### src/assert_macros.svh
// Assertion helpers for the RTL modules; the sequencer uses them
`ifndef ASSERT_MACROS_SVH
`define ASSERT_MACROS_SVH

`ifndef SYNTHESIS
`define ASSERT_ALWAYS(label, clk, rst_n, prop, msg) \
    label: assert property (@(posedge clk) disable iff (!rst_n) (prop)) else $error(msg);
`define ASSERT_IMPLY(label, clk, rst_n, ante, cons, msg) \
    label: assert property (@(posedge clk) disable iff (!rst_n) (ante) |-> (cons)) \
        else $error(msg);
`define ASSERT_NEXT(label, clk, rst_n, ante, cons, msg) \
    label: assert property (@(posedge clk) disable iff (!rst_n) (ante) |=> (cons)) \
        else $error(msg);
`else
`define ASSERT_ALWAYS(label, clk, rst_n, prop, msg)
`define ASSERT_IMPLY(label, clk, rst_n, ante, cons, msg)
`define ASSERT_NEXT(label, clk, rst_n, ante, cons, msg)
`endif

`endif

### src/adrf_pkg.sv
`default_nettype none

package adrf_pkg;

    localparam int RING_ENTRIES_DEF  = 32;
    localparam int CHUNK_SAMPLES_DEF = 4094;

    localparam int ADDR_W  = 32;
    localparam int POS_W   = 33;
    localparam int SLOT_W  = 5;
    localparam int COUNT_W = 12;
    localparam int KIND_W  = 3;

    localparam int WRAP_DEPTH = 64;

    typedef enum logic [KIND_W-1:0] {
        EV_DESC       = 3'd0,
        EV_NO_DATA    = 3'd1,
        EV_LAST_VALID = 3'd2,
        EV_SPURIOUS   = 3'd3,
        EV_FIFO_ERR   = 3'd4,
        EV_ADDR_ERR   = 3'd5,
        EV_STOPPED    = 3'd6
    } event_kind_t;

    typedef enum logic [2:0] {
        ST_IDLE,
        ST_CLASSIFY,
        ST_COUNT,
        ST_EMIT,
        ST_REPLY
    } seq_state_t;

    typedef struct packed {
        event_kind_t          kind;
        logic [SLOT_W-1:0]    slot;
        logic [ADDR_W-1:0]    addr;
        logic [COUNT_W-1:0]   count;
        logic [SLOT_W-1:0]    vi;
        logic                 last;
    } result_t;

    typedef logic [SLOT_W-1:0] wrap_tab_t [WRAP_DEPTH];

    // Slot after wrapping modulo the ring size, kept to the slot width
    function automatic wrap_tab_t build_wrap(input int ring);
        wrap_tab_t t;
        int        c;
        c = 0;
        for (int i = 0; i < WRAP_DEPTH; i++)
        begin
            t[i] = SLOT_W'(c);
            if (c == ring - 1)
                c = 0;
            else
                c = c + 1;
        end
        return t;
    endfunction

endpackage

`default_nettype wire

### src/adrf_chunk_unit.sv
`default_nettype none

module adrf_chunk_unit
    import adrf_pkg::*;
#(
    parameter int CHUNK_SAMPLES = CHUNK_SAMPLES_DEF
)
(
    input  wire logic [POS_W-1:0]                       pos,
    input  wire logic [ADDR_W-1:0]                      data_end,
    output logic      [$clog2(CHUNK_SAMPLES+1)-1:0]     samples,
    output logic      [POS_W-1:0]                       pos_after
);

    localparam int SW = $clog2(CHUNK_SAMPLES + 1);
    localparam logic [POS_W-1:0] LIMIT = POS_W'(2 * CHUNK_SAMPLES);
    localparam logic [SW-1:0]    FULL  = SW'(CHUNK_SAMPLES);

    logic [POS_W-1:0] end_ext;
    logic [POS_W-1:0] rem;
    logic [SW-1:0]    cand;

    assign end_ext = {1'b0, data_end};
    assign rem     = end_ext - pos;

    always_comb
    begin
        if (pos >= end_ext)
            cand = '0;
        else if (rem >= LIMIT)
            cand = FULL;
        else
            cand = rem[SW:1];
        samples = {cand[SW-1:1], 1'b0};
    end

    assign pos_after = pos + POS_W'({samples, 1'b0});

endmodule

`default_nettype wire

### src/adrf_sequencer.sv
`default_nettype none

`include "assert_macros.svh"

module adrf_sequencer
    import adrf_pkg::*;
#(
    parameter int RING_ENTRIES  = RING_ENTRIES_DEF,
    parameter int CHUNK_SAMPLES = CHUNK_SAMPLES_DEF
)
(
    input  wire logic               clk,
    input  wire logic               rst_n,
    input  wire logic               in_valid,
    output logic                    in_ready,
    input  wire logic               mode,
    input  wire logic [POS_W-1:0]   start_address,
    input  wire logic [POS_W-1:0]   end_address,
    input  wire logic               completion_flag,
    input  wire logic               fifo_error_flag,
    input  wire logic               last_valid_done_flag,
    input  wire logic               out_free,
    output logic                    push,
    output result_t                 result
);

    localparam int CW = $clog2(RING_ENTRIES + 1);
    localparam int SW = $clog2(CHUNK_SAMPLES + 1);
    localparam logic [CW-1:0] RING = CW'(RING_ENTRIES);
    localparam wrap_tab_t WRAP = build_wrap(RING_ENTRIES);

    seq_state_t state_reg, state_next;

    logic              mode_reg;
    logic [POS_W-1:0]  start_reg;
    logic [POS_W-1:0]  end_reg;
    logic              comp_reg;
    logic              fifo_reg;
    logic              lvd_reg;

    logic [POS_W-1:0]  next_position_reg, next_position_next;
    logic [ADDR_W-1:0] data_end_reg, data_end_next;
    logic [SLOT_W-1:0] valid_index_reg, valid_index_next;
    logic              stopped_reg, stopped_next;

    logic [ADDR_W-1:0] emit_pos_reg, emit_pos_next;
    logic [CW-1:0]     cnt_reg, cnt_next;
    logic [CW-1:0]     k_reg, k_next;
    result_t           reply_reg, reply_next;

    logic [POS_W-1:0]  unit_pos;
    logic [SW-1:0]     unit_s;
    logic [POS_W-1:0]  unit_sum;
    logic              sel_emit;

    logic [CW+4:0]     cnt_ext;
    logic [SLOT_W-1:0] vi_calc;
    logic [5:0]        wrap_idx;
    logic [SLOT_W-1:0] refill_slot;
    logic              emit_last;

    assign sel_emit = (state_reg == ST_EMIT);
    assign unit_pos = sel_emit ? {1'b0, emit_pos_reg} : next_position_reg;

    adrf_chunk_unit #(
        .CHUNK_SAMPLES (CHUNK_SAMPLES)
    ) u_chunk (
        .pos       (unit_pos),
        .data_end  (data_end_reg),
        .samples   (unit_s),
        .pos_after (unit_sum)
    );

    assign cnt_ext     = (CW+5)'(cnt_reg);
    assign vi_calc     = SLOT_W'(cnt_ext - (CW+5)'(1));
    assign wrap_idx    = {1'b0, valid_index_reg} + 6'd1;
    assign refill_slot = WRAP[wrap_idx];
    assign emit_last   = ((k_reg + CW'(1)) == cnt_reg);

    always_ff @(posedge clk)
    begin
        if (in_valid && in_ready)
        begin
            mode_reg  <= mode;
            start_reg <= start_address;
            end_reg   <= end_address;
            comp_reg  <= completion_flag;
            fifo_reg  <= fifo_error_flag;
            lvd_reg   <= last_valid_done_flag;
        end
    end

    always_ff @(posedge clk or negedge rst_n)
    begin
        if (!rst_n)
        begin
            state_reg         <= ST_IDLE;
            next_position_reg <= '0;
            data_end_reg      <= '0;
            valid_index_reg   <= '0;
            stopped_reg       <= 1'b0;
            cnt_reg           <= '0;
            k_reg             <= '0;
        end
        else
        begin
            state_reg         <= state_next;
            next_position_reg <= next_position_next;
            data_end_reg      <= data_end_next;
            valid_index_reg   <= valid_index_next;
            stopped_reg       <= stopped_next;
            cnt_reg           <= cnt_next;
            k_reg             <= k_next;
        end
    end

    always_ff @(posedge clk)
    begin
        emit_pos_reg <= emit_pos_next;
        reply_reg    <= reply_next;
    end

    // Next state
    always_comb
    begin
        state_next = state_reg;
        case (state_reg)
            ST_IDLE:
            begin
                if (in_valid)
                    state_next = ST_CLASSIFY;
            end
            ST_CLASSIFY:
            begin
                if (!stopped_reg && !mode_reg && !start_reg[POS_W-1] && !end_reg[POS_W-1])
                    state_next = ST_COUNT;
                else
                    state_next = ST_REPLY;
            end
            ST_COUNT:
            begin
                if (unit_s == '0 || cnt_reg >= RING)
                    state_next = (cnt_reg == '0) ? ST_REPLY : ST_EMIT;
            end
            ST_EMIT:
            begin
                if (out_free && emit_last)
                    state_next = ST_IDLE;
            end
            ST_REPLY:
            begin
                if (out_free)
                    state_next = ST_IDLE;
            end
            default:
                state_next = ST_IDLE;
        endcase
    end

    // Outputs
    always_comb
    begin
        in_ready = (state_reg == ST_IDLE);
        push     = ((state_reg == ST_EMIT) || (state_reg == ST_REPLY)) && out_free;
        if (state_reg == ST_EMIT)
        begin
            result.kind  = EV_DESC;
            result.slot  = SLOT_W'(k_reg);
            result.addr  = emit_pos_reg;
            result.count = COUNT_W'(unit_s);
            result.vi    = valid_index_reg;
            result.last  = emit_last;
        end
        else
        begin
            result = reply_reg;
        end
    end

    // Datapath
    always_comb
    begin
        next_position_next = next_position_reg;
        data_end_next      = data_end_reg;
        valid_index_next   = valid_index_reg;
        stopped_next       = stopped_reg;
        emit_pos_next      = emit_pos_reg;
        cnt_next           = cnt_reg;
        k_next             = k_reg;
        reply_next         = reply_reg;

        case (state_reg)
            ST_CLASSIFY:
            begin
                reply_next.slot  = '0;
                reply_next.addr  = '0;
                reply_next.count = '0;
                reply_next.vi    = valid_index_reg;
                reply_next.last  = 1'b1;
                if (stopped_reg)
                    reply_next.kind = EV_STOPPED;
                else if (!mode_reg)
                begin
                    if (start_reg[POS_W-1] || end_reg[POS_W-1])
                        reply_next.kind = EV_ADDR_ERR;
                    else
                    begin
                        reply_next.kind    = EV_NO_DATA;
                        next_position_next = start_reg;
                        data_end_next      = end_reg[ADDR_W-1:0];
                        emit_pos_next      = start_reg[ADDR_W-1:0];
                        cnt_next           = '0;
                    end
                end
                else if (fifo_reg)
                begin
                    reply_next.kind = EV_FIFO_ERR;
                    stopped_next    = 1'b1;
                end
                else if (!comp_reg)
                    reply_next.kind = lvd_reg ? EV_LAST_VALID : EV_SPURIOUS;
                else if (unit_s == '0)
                    reply_next.kind = EV_NO_DATA;
                else
                begin
                    reply_next.kind    = EV_DESC;
                    reply_next.slot    = refill_slot;
                    reply_next.addr    = next_position_reg[ADDR_W-1:0];
                    reply_next.count   = COUNT_W'(unit_s);
                    reply_next.vi      = refill_slot;
                    next_position_next = unit_sum;
                    valid_index_next   = refill_slot;
                end
            end
            ST_COUNT:
            begin
                if (unit_s != '0 && cnt_reg < RING)
                begin
                    next_position_next = unit_sum;
                    cnt_next           = cnt_reg + CW'(1);
                end
                else
                begin
                    valid_index_next = vi_calc;
                    reply_next.vi    = vi_calc;
                    k_next           = '0;
                end
            end
            ST_EMIT:
            begin
                if (out_free)
                begin
                    emit_pos_next = unit_sum[ADDR_W-1:0];
                    k_next        = k_reg + CW'(1);
                end
            end
            default:
            begin
            end
        endcase
    end

    `ASSERT_IMPLY(a_push_free, clk, rst_n, push, out_free, "push into a full output stage")
    `ASSERT_NEXT(a_stop_sticky, clk, rst_n, stopped_reg, stopped_reg, "stop flag cleared")
    `ASSERT_ALWAYS(a_cnt_bound, clk, rst_n, cnt_reg <= RING, "descriptor count beyond ring")
    `ASSERT_IMPLY(a_emit_index, clk, rst_n, state_reg == ST_EMIT, k_reg < cnt_reg, "emit index past count")
    `ASSERT_IMPLY(a_emit_nonzero, clk, rst_n, push && sel_emit, unit_s != '0, "empty chunk emitted")

endmodule

`default_nettype wire

### src/audio_descriptor_ring_feeder.sv
// Channel | Handshake            | Payload
// in      | in_valid / in_ready  | mode, start_address, end_address, completion_flag,
//         |                      | fifo_error_flag, last_valid_done_flag
// out     | out_valid / out_ready| event_kind, descriptor_slot, buffer_address,
//         |                      | sample_count, valid_index, last_of_run
//
// One request at a time; in_ready is high only while the sequencer is idle.
// Status request: result held in the reply register, then the output register. Setup:
// a counting and an emit pass on the shared chunk adder, one chunk per cycle if unstalled.
// Output register holds one result; a stalled out_ready stalls the emit pass.
// Reset clears the ring state, stop flag and sequencer; no clearing pass.
`default_nettype none

module audio_descriptor_ring_feeder
    import adrf_pkg::*;
#(
    parameter int RING_ENTRIES  = RING_ENTRIES_DEF,
    parameter int CHUNK_SAMPLES = CHUNK_SAMPLES_DEF
)
(
    input  wire logic                clk,
    input  wire logic                rst_n,
    input  wire logic                in_valid,
    output logic                     in_ready,
    input  wire logic                mode,
    input  wire logic [POS_W-1:0]    start_address,
    input  wire logic [POS_W-1:0]    end_address,
    input  wire logic                completion_flag,
    input  wire logic                fifo_error_flag,
    input  wire logic                last_valid_done_flag,
    output logic                     out_valid,
    input  wire logic                out_ready,
    output logic [KIND_W-1:0]        event_kind,
    output logic [SLOT_W-1:0]        descriptor_slot,
    output logic [ADDR_W-1:0]        buffer_address,
    output logic [COUNT_W-1:0]       sample_count,
    output logic [SLOT_W-1:0]        valid_index,
    output logic                     last_of_run
);

    logic    out_valid_reg, out_valid_next;
    result_t out_reg;
    logic    out_free;
    logic    push;
    result_t result;

    assign out_free = !out_valid_reg || out_ready;

    adrf_sequencer #(
        .RING_ENTRIES  (RING_ENTRIES),
        .CHUNK_SAMPLES (CHUNK_SAMPLES)
    ) u_seq (
        .clk                  (clk),
        .rst_n                (rst_n),
        .in_valid             (in_valid),
        .in_ready             (in_ready),
        .mode                 (mode),
        .start_address        (start_address),
        .end_address          (end_address),
        .completion_flag      (completion_flag),
        .fifo_error_flag      (fifo_error_flag),
        .last_valid_done_flag (last_valid_done_flag),
        .out_free             (out_free),
        .push                 (push),
        .result               (result)
    );

    always_comb
    begin
        if (push)
            out_valid_next = 1'b1;
        else if (out_ready)
            out_valid_next = 1'b0;
        else
            out_valid_next = out_valid_reg;
    end

    always_ff @(posedge clk or negedge rst_n)
    begin
        if (!rst_n)
            out_valid_reg <= 1'b0;
        else
            out_valid_reg <= out_valid_next;
    end

    always_ff @(posedge clk)
    begin
        if (push)
            out_reg <= result;
    end

    assign out_valid       = out_valid_reg;
    assign event_kind      = out_reg.kind;
    assign descriptor_slot = out_reg.slot;
    assign buffer_address  = out_reg.addr;
    assign sample_count    = out_reg.count;
    assign valid_index     = out_reg.vi;
    assign last_of_run     = out_reg.last;

endmodule

`default_nettype wire
### config.mk
export PLATFORM = sky130hd
export DESIGN_NAME = audio_descriptor_ring_feeder
export DESIGN_NICKNAME = d
export VERILOG_FILES = /design/src/adrf_pkg.sv /design/src/adrf_chunk_unit.sv /design/src/adrf_sequencer.sv /design/src/audio_descriptor_ring_feeder.sv
export VERILOG_INCLUDE_DIRS = /design/src /design/src/src
export SDC_FILE = /design/constraint.sdc
export NUM_CORES = 1
export LEC_CHECK = 0
export ABC_AREA = 1
export BUFFER_PORTS_ARGS = -buffer_cell sky130_fd_sc_hd__buf_2
export CAP_MARGIN = 10
export CORE_MARGIN = 4
export CORE_UTILIZATION = 44
export DETAILED_ROUTE_END_ITERATION = 7
export GPL_TIMING_DRIVEN = 0
export PLACE_DENSITY = 0.71
export REMOVE_ABC_BUFFERS = 1
export SETUP_SLACK_MARGIN = 0.05
export SLEW_MARGIN = 20
export SYNTH_ARGS = -nofsm -noshare
export SYNTH_HDL_FRONTEND = slang
export SYNTH_SLANG_ARGS = --single-unit
### constraint.sdc
create_clock -name clk -period 7.1 [get_ports clk]
set_input_delay 0.355 -clock clk [delete_from_list [all_inputs] [get_ports clk]]
set_output_delay 0.355 -clock clk [all_outputs]
set_load 0.03 [all_outputs]
# --- Yosys cells after proc, flatten, opt, wreduce, memory -nomap -nowiden ---
# Memories as Yosys holds them, arrays and structs flattened.
# Cells that the tools add are included.
totals:
  mem_count: 1
  register_bits: 304
  word_cells: 160
  mem_bits_ro: 320
  output_inout_bits: 60
  in_bits: 74
op_classes:
  n_mux: 58
  n_reduce_logical: 34
  add_sub_neg: 6
  n_bitwise: 5
  n_eq_ne: 23
  magnitude_cmp: 5
mem_list:
  columns: ["name", "depth", "word_bits", "rd", "rd_ports_with_merged_regs", "wr", "line", "source"]
  rows:
  - ["(no name shown)", 64, 5, 1, 0, 0, "adrf_sequencer.sv:77", "assign refill_slot = WRAP[wrap_idx];"]
op_table:
  columns: ["operator", "count"]
  rows:
  - ["33-bit 2-to-1 mux", 8]
  - ["32-bit 2-to-1 mux", 4]
  - ["33-bit one-hot mux with 2 select lines", 1]
  - ["5-bit 2-to-1 mux", 13]
  - ["32-bit one-hot mux with 2 select lines", 1]
  - ["55-bit 2-to-1 mux", 1]
  - ["6-bit 2-to-1 mux", 6]
  - ["33-bit by 13-bit adder with 33-bit output", 1]
  - ["33-bit by 13-bit greater-or-equal comparator with 1-bit output (second input constant)", 1]
  - ["33-bit by 32-bit greater-or-equal comparator with 1-bit output", 1]
  - ["32-bit by 33-bit subtractor with 33-bit output", 1]
  - ["3-bit 2-to-1 mux", 10]
  - ["12-bit 2-to-1 mux", 2]
  - ["6-bit one-hot mux with 2 select lines", 2]
  - ["5-bit one-hot mux with 2 select lines", 2]
  - ["2-bit != test (second input constant)", 8]
  - ["3-bit one-hot mux with 5 select lines", 1]
  - ["7-bit AND reduction", 2]
  - ["6-bit by 1-bit adder with 6-bit output (second input constant)", 2]
  - ["12-bit zero test", 1]
  - ["2-bit by 1-bit != test with 1-bit output (second input constant)", 6]
  - ["12-bit nonzero test", 1]
  - ["5-bit AND reduction", 2]
  - ["3-bit != test (second input constant)", 3]
  - ["24 further kinds", 51]

# --- Logic depth before layout (Yosys ltp) ---
depth:
  word_depth: 13
  mapped_depth: 47
  ltp_nobuf: 40

# --- By module ---
# A second synthesis with hierarchy kept.
hier_totals:
  hier_cells: 2050
  hier_area_um2: 17066.4
by_module_without_submodules:
  columns: ["mod", "n_inst", "area_each_um2", "cells_per_inst", "seq_area_each_um2"]
  rows:
  - ["adrf_sequencer", 1, 11005.6, 1108, 6926.6]
  - ["adrf_chunk_unit", 1, 4274.1, 879, 0.0]
  - ["audio_descriptor_ring_feeder", 1, 1786.7, 63, 1766.7]

# --- Worst setup path after synthesis ---
# Ideal clock, no wire load.
synth_path:
  kind: "reg2reg"
  startpoint: "register u_seq.state_reg[1]"
  endpoint: "register u_seq.emit_pos_reg[0], enable pin"
  t_arrival_ns: 6.787
  synth_period_minus_slack_ns: 7.253
  setup_time_ns: 0.466
  path_stages_with_launch: 8
  path_buffers: 2
  slack_ns: -0.153
  required_time_ns: 6.634
  path_cell_list: "dfrtp_1 > buf_4 > nor3_1 > inv_1 > nor2_1 > inv_2 > clkbuf_1 > o21ai_0"
synth_via:
  elab_chain_cells: 3
  elab_cells_between_ends: 8
  classes_between: "6 x eq/ne; 2 x reduce/logical"
synth_rtl:
  columns: ["item", "line", "source"]
  rows:
  - ["start, declared", "adrf_sequencer.sv:32", "seq_state_t state_reg, state_next;"]
  - ["start signal, assigned", "adrf_sequencer.sv:107", "state_reg <= state_next;"]
  - ["3-bit by 2-bit equality test with 1-bit output / 3-bit by 1-bit equality test with 1-bit output (equally long branches)", "adrf_sequencer.sv:192", "case (state_reg)"]
  - ["2-bit by 1-bit != test with 1-bit output (no line) (tied with other cells)", null, null]
  - ["5-bit AND reduction (no line) (*)", null, null]
  - ["end signal, assigned", "adrf_sequencer.sv:119", "emit_pos_reg <= emit_pos_next;"]
  - ["end, declared", "adrf_sequencer.sv:46", "logic [ADDR_W-1:0] emit_pos_reg, emit_pos_next;"]
# Every way passes the cells marked *; elsewhere a longest branch is shown, timed or not.
# A chain may end at the register's enable or synchronous reset.

# --- Final worst setup path ---
layout_path:
  startpoint: "register u_seq.state_reg[1]"
  endpoint: "register u_seq.emit_pos_reg[22] (data pin)"
layout_via:
  elab_chain_cells: 9
  elab_cells_between_ends: 11
  classes_between: "2 x add/sub; 2 x order compare; 2 x eq/ne; 5 x mux"
layout_rtl:
  columns: ["item", "line", "source"]
  rows:
  - ["3-bit by 2-bit equality test with 1-bit output (*)", "adrf_sequencer.sv:62", "assign sel_emit = (state_reg == ST_EMIT);"]
  - ["33-bit 2-to-1 mux (*)", "adrf_sequencer.sv:63", "assign unit_pos = sel_emit ? {1'b0, emit_pos_reg} : next_position_reg;"]
  - ["32-bit by 33-bit subtractor with 33-bit output", "adrf_chunk_unit.sv:24", "assign rem = end_ext - pos;"]
  - ["33-bit by 13-bit greater-or-equal comparator with 1-bit output", "adrf_chunk_unit.sv:30", "else if (rem >= LIMIT)"]
  - ["12-bit 2-to-1 mux", "adrf_chunk_unit.sv:30", null]
  - ["12-bit 2-to-1 mux (*)", "adrf_chunk_unit.sv:28", "if (pos >= end_ext)"]
  - ["named net u_seq.u_chunk.cand[8]", "adrf_chunk_unit.sv:21", "logic [SW-1:0] cand;"]
  - ["33-bit by 13-bit adder with 33-bit output (*)", "adrf_chunk_unit.sv:37", "assign pos_after = pos + POS_W'({samples, 1'b0});"]
  - ["32-bit 2-to-1 mux (*)", "adrf_sequencer.sv:251", "if (out_free)"]
  - ["32-bit one-hot mux with 2 select lines (*)", "adrf_sequencer.sv:192", null]
  - ["named net u_seq.emit_pos_next[22]", "adrf_sequencer.sv:46", null]
# Mark *: on every way through the listed nets, which the timed path passes. The rest lies on a longest branch. The select of a mux whose other input is x is not followed.

==> impl_metrics.toml <==
[sta]
drv_slew = 0
max_freq_mhz = 156
post-route-period-util_pct = 90.2
rsz0062_at_grt = "no"
tightest_slew_ps = 865
finalClockSkew_ps = 19.7
fin_crit_ps = 6410
setup_tns_ps = 0
hold_viol_final = 0
finalSetupViolations = 0
slew_headroom_pct = 42.1

[global_routing]
globalRouteTotalUtil_pct = 21.8
antenna_found_initial = 0
grt_overflow = 0
grt_max_degree = 67
grt_pass1_wl_um = 71200
grt_pass1_vias = 13500

[logic_synthesis]
synth_top_area_share_pct = 39.5
yosys.cell_types.count = 47
ys_async_sr_fraction_pct = 28.8
synth-seq-cells = 302
avgSynthCellArea_um2 = 8.27
synthTopCellsByCount = "nand2_1, nor2_1, inv_1"
ys_warn_count = 0
synth_edf_count = 215
ys_top_cells_by_area = "edfxtp_1, nand2_1, dfrtp_1"
synth.most_common_cell = "nand2_1"
yosysSeqAreaShare_pct = 52.9
synth_ff_type = "edfxtp_1"
yosysTopAreaCell = "edfxtp_1"
syn-cell-area_mm2 = 0.0163
postSynthCellCount = 1974

[place]
place_congestion = 0.929
dp_hpwl_um = 32300
numPortBuffers = 132
dp_cells = 2536

[run_status]
outcome = "finished clean"

[worst_setup_path]
cp.arrival_ps = 6670
rrSetupSlack_ps = 690
start_kind = "register"
worst-path-stages = 34
critical-path-top-delay-family = "simple AND/OR/NAND/NOR gates"
crit_start = "u_seq.state_reg[1]$_DFFE_PN0P_"
r2r-start = "u_seq.state_reg[1]$_DFFE_PN0P_"
crit_path_max_incr_delay_ps = 470
path_max_fanout = 22
crit_type = "reg -> reg"
worst-path-buf-inv = 8
required_ps = 7370
reg2reg_depth = 34
crit_path_top_delay_cell = "dfrtp_2"
cp-end-kind = "register"
critPathMostFrequentCell = "nand2_1"
worstReg2RegEnd = "u_seq.emit_pos_reg[22]$_DFFE_PP_"

[route]
drtPass1Iterations = 6
drtAntennaViolNets = 0
drt_iter0_markers = 1251
wl_per_cell_um = 16.5
vias_per_cell = 5.15
drt-total-wl_um = 44100
drc_errors = 0
vias = 13800

[die]
num_io_pins = 134
die_y_um = 201
rows = 70
core_area_mm2 = 0.0366
design.die.area_mm2 = 0.0403
start_util_pct = 44.6
fp.dieW_um = 201

[cts]
ctsLongestPathBuffers = 3
h-tree-depth = 2
cts-root-buf = "clkbuf_16"
cts_buffers = 35
clk_pin_slew_ps = 60
clock-sinks = 302
clkLatencyLatePin_ps = 550
cts_tree = "done"

[final_layout]
drive_above_1_share_pct = 11.7
largest_reg_flops = 56
finalNetCount = 2295
area_delta_synth_final_pct = 19.8
fill_cells = 3388
layout.cells.non_filler = 2672
num_antenna_cells = 0

[flow_run]
cap_violations = 0

[pwr]
cellPowerDensity_mw_per_mm2 = 508
p_leak_nw = 8.99
ir_drop_mv = 0.221

[min_path]
hold_path.class = "in -> reg"
min_to = "u_seq.state_reg[2]$_DFFE_PN0P_"
min_from = "out_ready"
holdPathStages = 4
==> final cells by class <==
cell class / count / area [um^2] / share of cell area, %
Multi-Input combinational cell: 1381 / 6620 / 33.8
Sequential cell: 302 / 8640 / 44.1
Inverter: 233 / 875 / 4.47
Tap cell: 468 / 586 / 2.99
Timing Repair Buffer: 224 / 1760 / 9.00
Clock inverter: 14 / 135 / 0.691
Clock buffer: 50 / 952 / 4.87
==> layer usage <==
layer | routed length (um) | global-route usage (%) | vias up
li1 | - | - | 6861
met1 | 19300 | 29.4 | 6379
met2 | 20700 | 36.2 | 428
met3 | 2600 | 3.23 | 82
met4 | 1480 | 7.92 | 0
met5 | 0 | 0 | -
==> placed cells by master (no fill, tap or decap), types with 4 or more instances in the layout <==
cell	synthesis	layout
nor2_4	0	4
dfrtp_1	87	85
o21ai_1	9	10
dlygate4sd3_1	0	71
xnor2_1	6	6
a21oi_2	0	4
clkbuf_16	0	35
a31oi_1	18	17
ha_1	42	40
inv_2	5	6
xor2_1	24	24
nand2_1	637	636
a21oi_1	56	52
inv_1	228	227
nand4_1	24	24
buf_16	0	8
nand3_2	6	6
buf_2	6	131
nor4_1	6	6
nor2_1	240	236
nand2_2	16	15
nor3_1	22	21
buf_4	13	7
o21ai_0	132	130
clkbuf_1	34	13
and3_1	5	4
buf_12	0	5
a211oi_1	4	4
o21bai_1	5	5
nand3_1	97	97
edfxtp_1	215	215
==> metrics by stage <==
| stage | total power, mW | hold WS [ps] | utilization, % | cell area (um^2) | setup WS, ps |
|---|---|---|---|---|---|
| after detailed placement | 8.09 | 286 | 48.4 | 17700 | 100 |
| after floorplan | 6.54 | 59.4 | - | 16000 | -1450 |
| after global placement | 7.93 | 430 | 47.2 | 17300 | -7430 |
| after CTS | 9.89 | 197 | 53.3 | 19500 | 96.0 |
| after global routing | 10.8 | 241 | 53.4 | 19600 | 56.0 |
| final | 9.93 | 245 | 53.4 | 19600 | 694 |
==> tightest hold or removal path, stage by stage <==
cell     delay, ps
buf_2           70
nor2_1         110
nand3_1         90
o21ai_0        100
==> worst max-delay path by stage <==
stage          slack (ps)                               end
6_report              690  u_seq.emit_pos_reg[22]$_DFFE_PP_
5_1_grt                60  u_seq.emit_pos_reg[26]$_DFFE_PP_
4_1_cts               100  u_seq.emit_pos_reg[26]$_DFFE_PP_
3_5_place_dp          100  u_seq.emit_pos_reg[26]$_DFFE_PP_
3_3_place_gp        -7430  u_seq.emit_pos_reg[26]$_DFFE_PP_
2_1_floorplan       -1450   u_seq.emit_pos_reg[0]$_DFFE_PP_
==> repair_timing <==
action | in CTS | in global routing
setup endpoints to repair | 0 | 117
buffers inserted | 0 | 1
hold buffers | 71 | 0
gates resized for setup | 0 | 15
hold endpoints to repair | 105 | 0
==> kinds of logic (layout without fill, tap and decap cells) <==
| family | Yosys count | after routing | share of synthesized area, % |
|---|---|---|---|
| buffers and inverters | 291 | 521 | 7.22 |
| DFF | 302 | 302 | 52.9 |
| AOI/OAI and AO/OA | 241 | 241 | 8.02 |
| other | 1 | 1 | 0.0230 |
| and+or+nand+nor | 1065 | 1065 | 26.8 |
| xor gates and xnor gates | 30 | 30 | 1.61 |
| adders and majority gates | 44 | 44 | 3.46 |
==> power breakdown <==
group          total (mW)  internal (mW)  switching (mW)
sequential           2.84           2.58           0.260
clock                1.74           1.01           0.725
combinational        5.36           1.64            3.72
No activity file was read; power rests on OpenSTA's default activity.
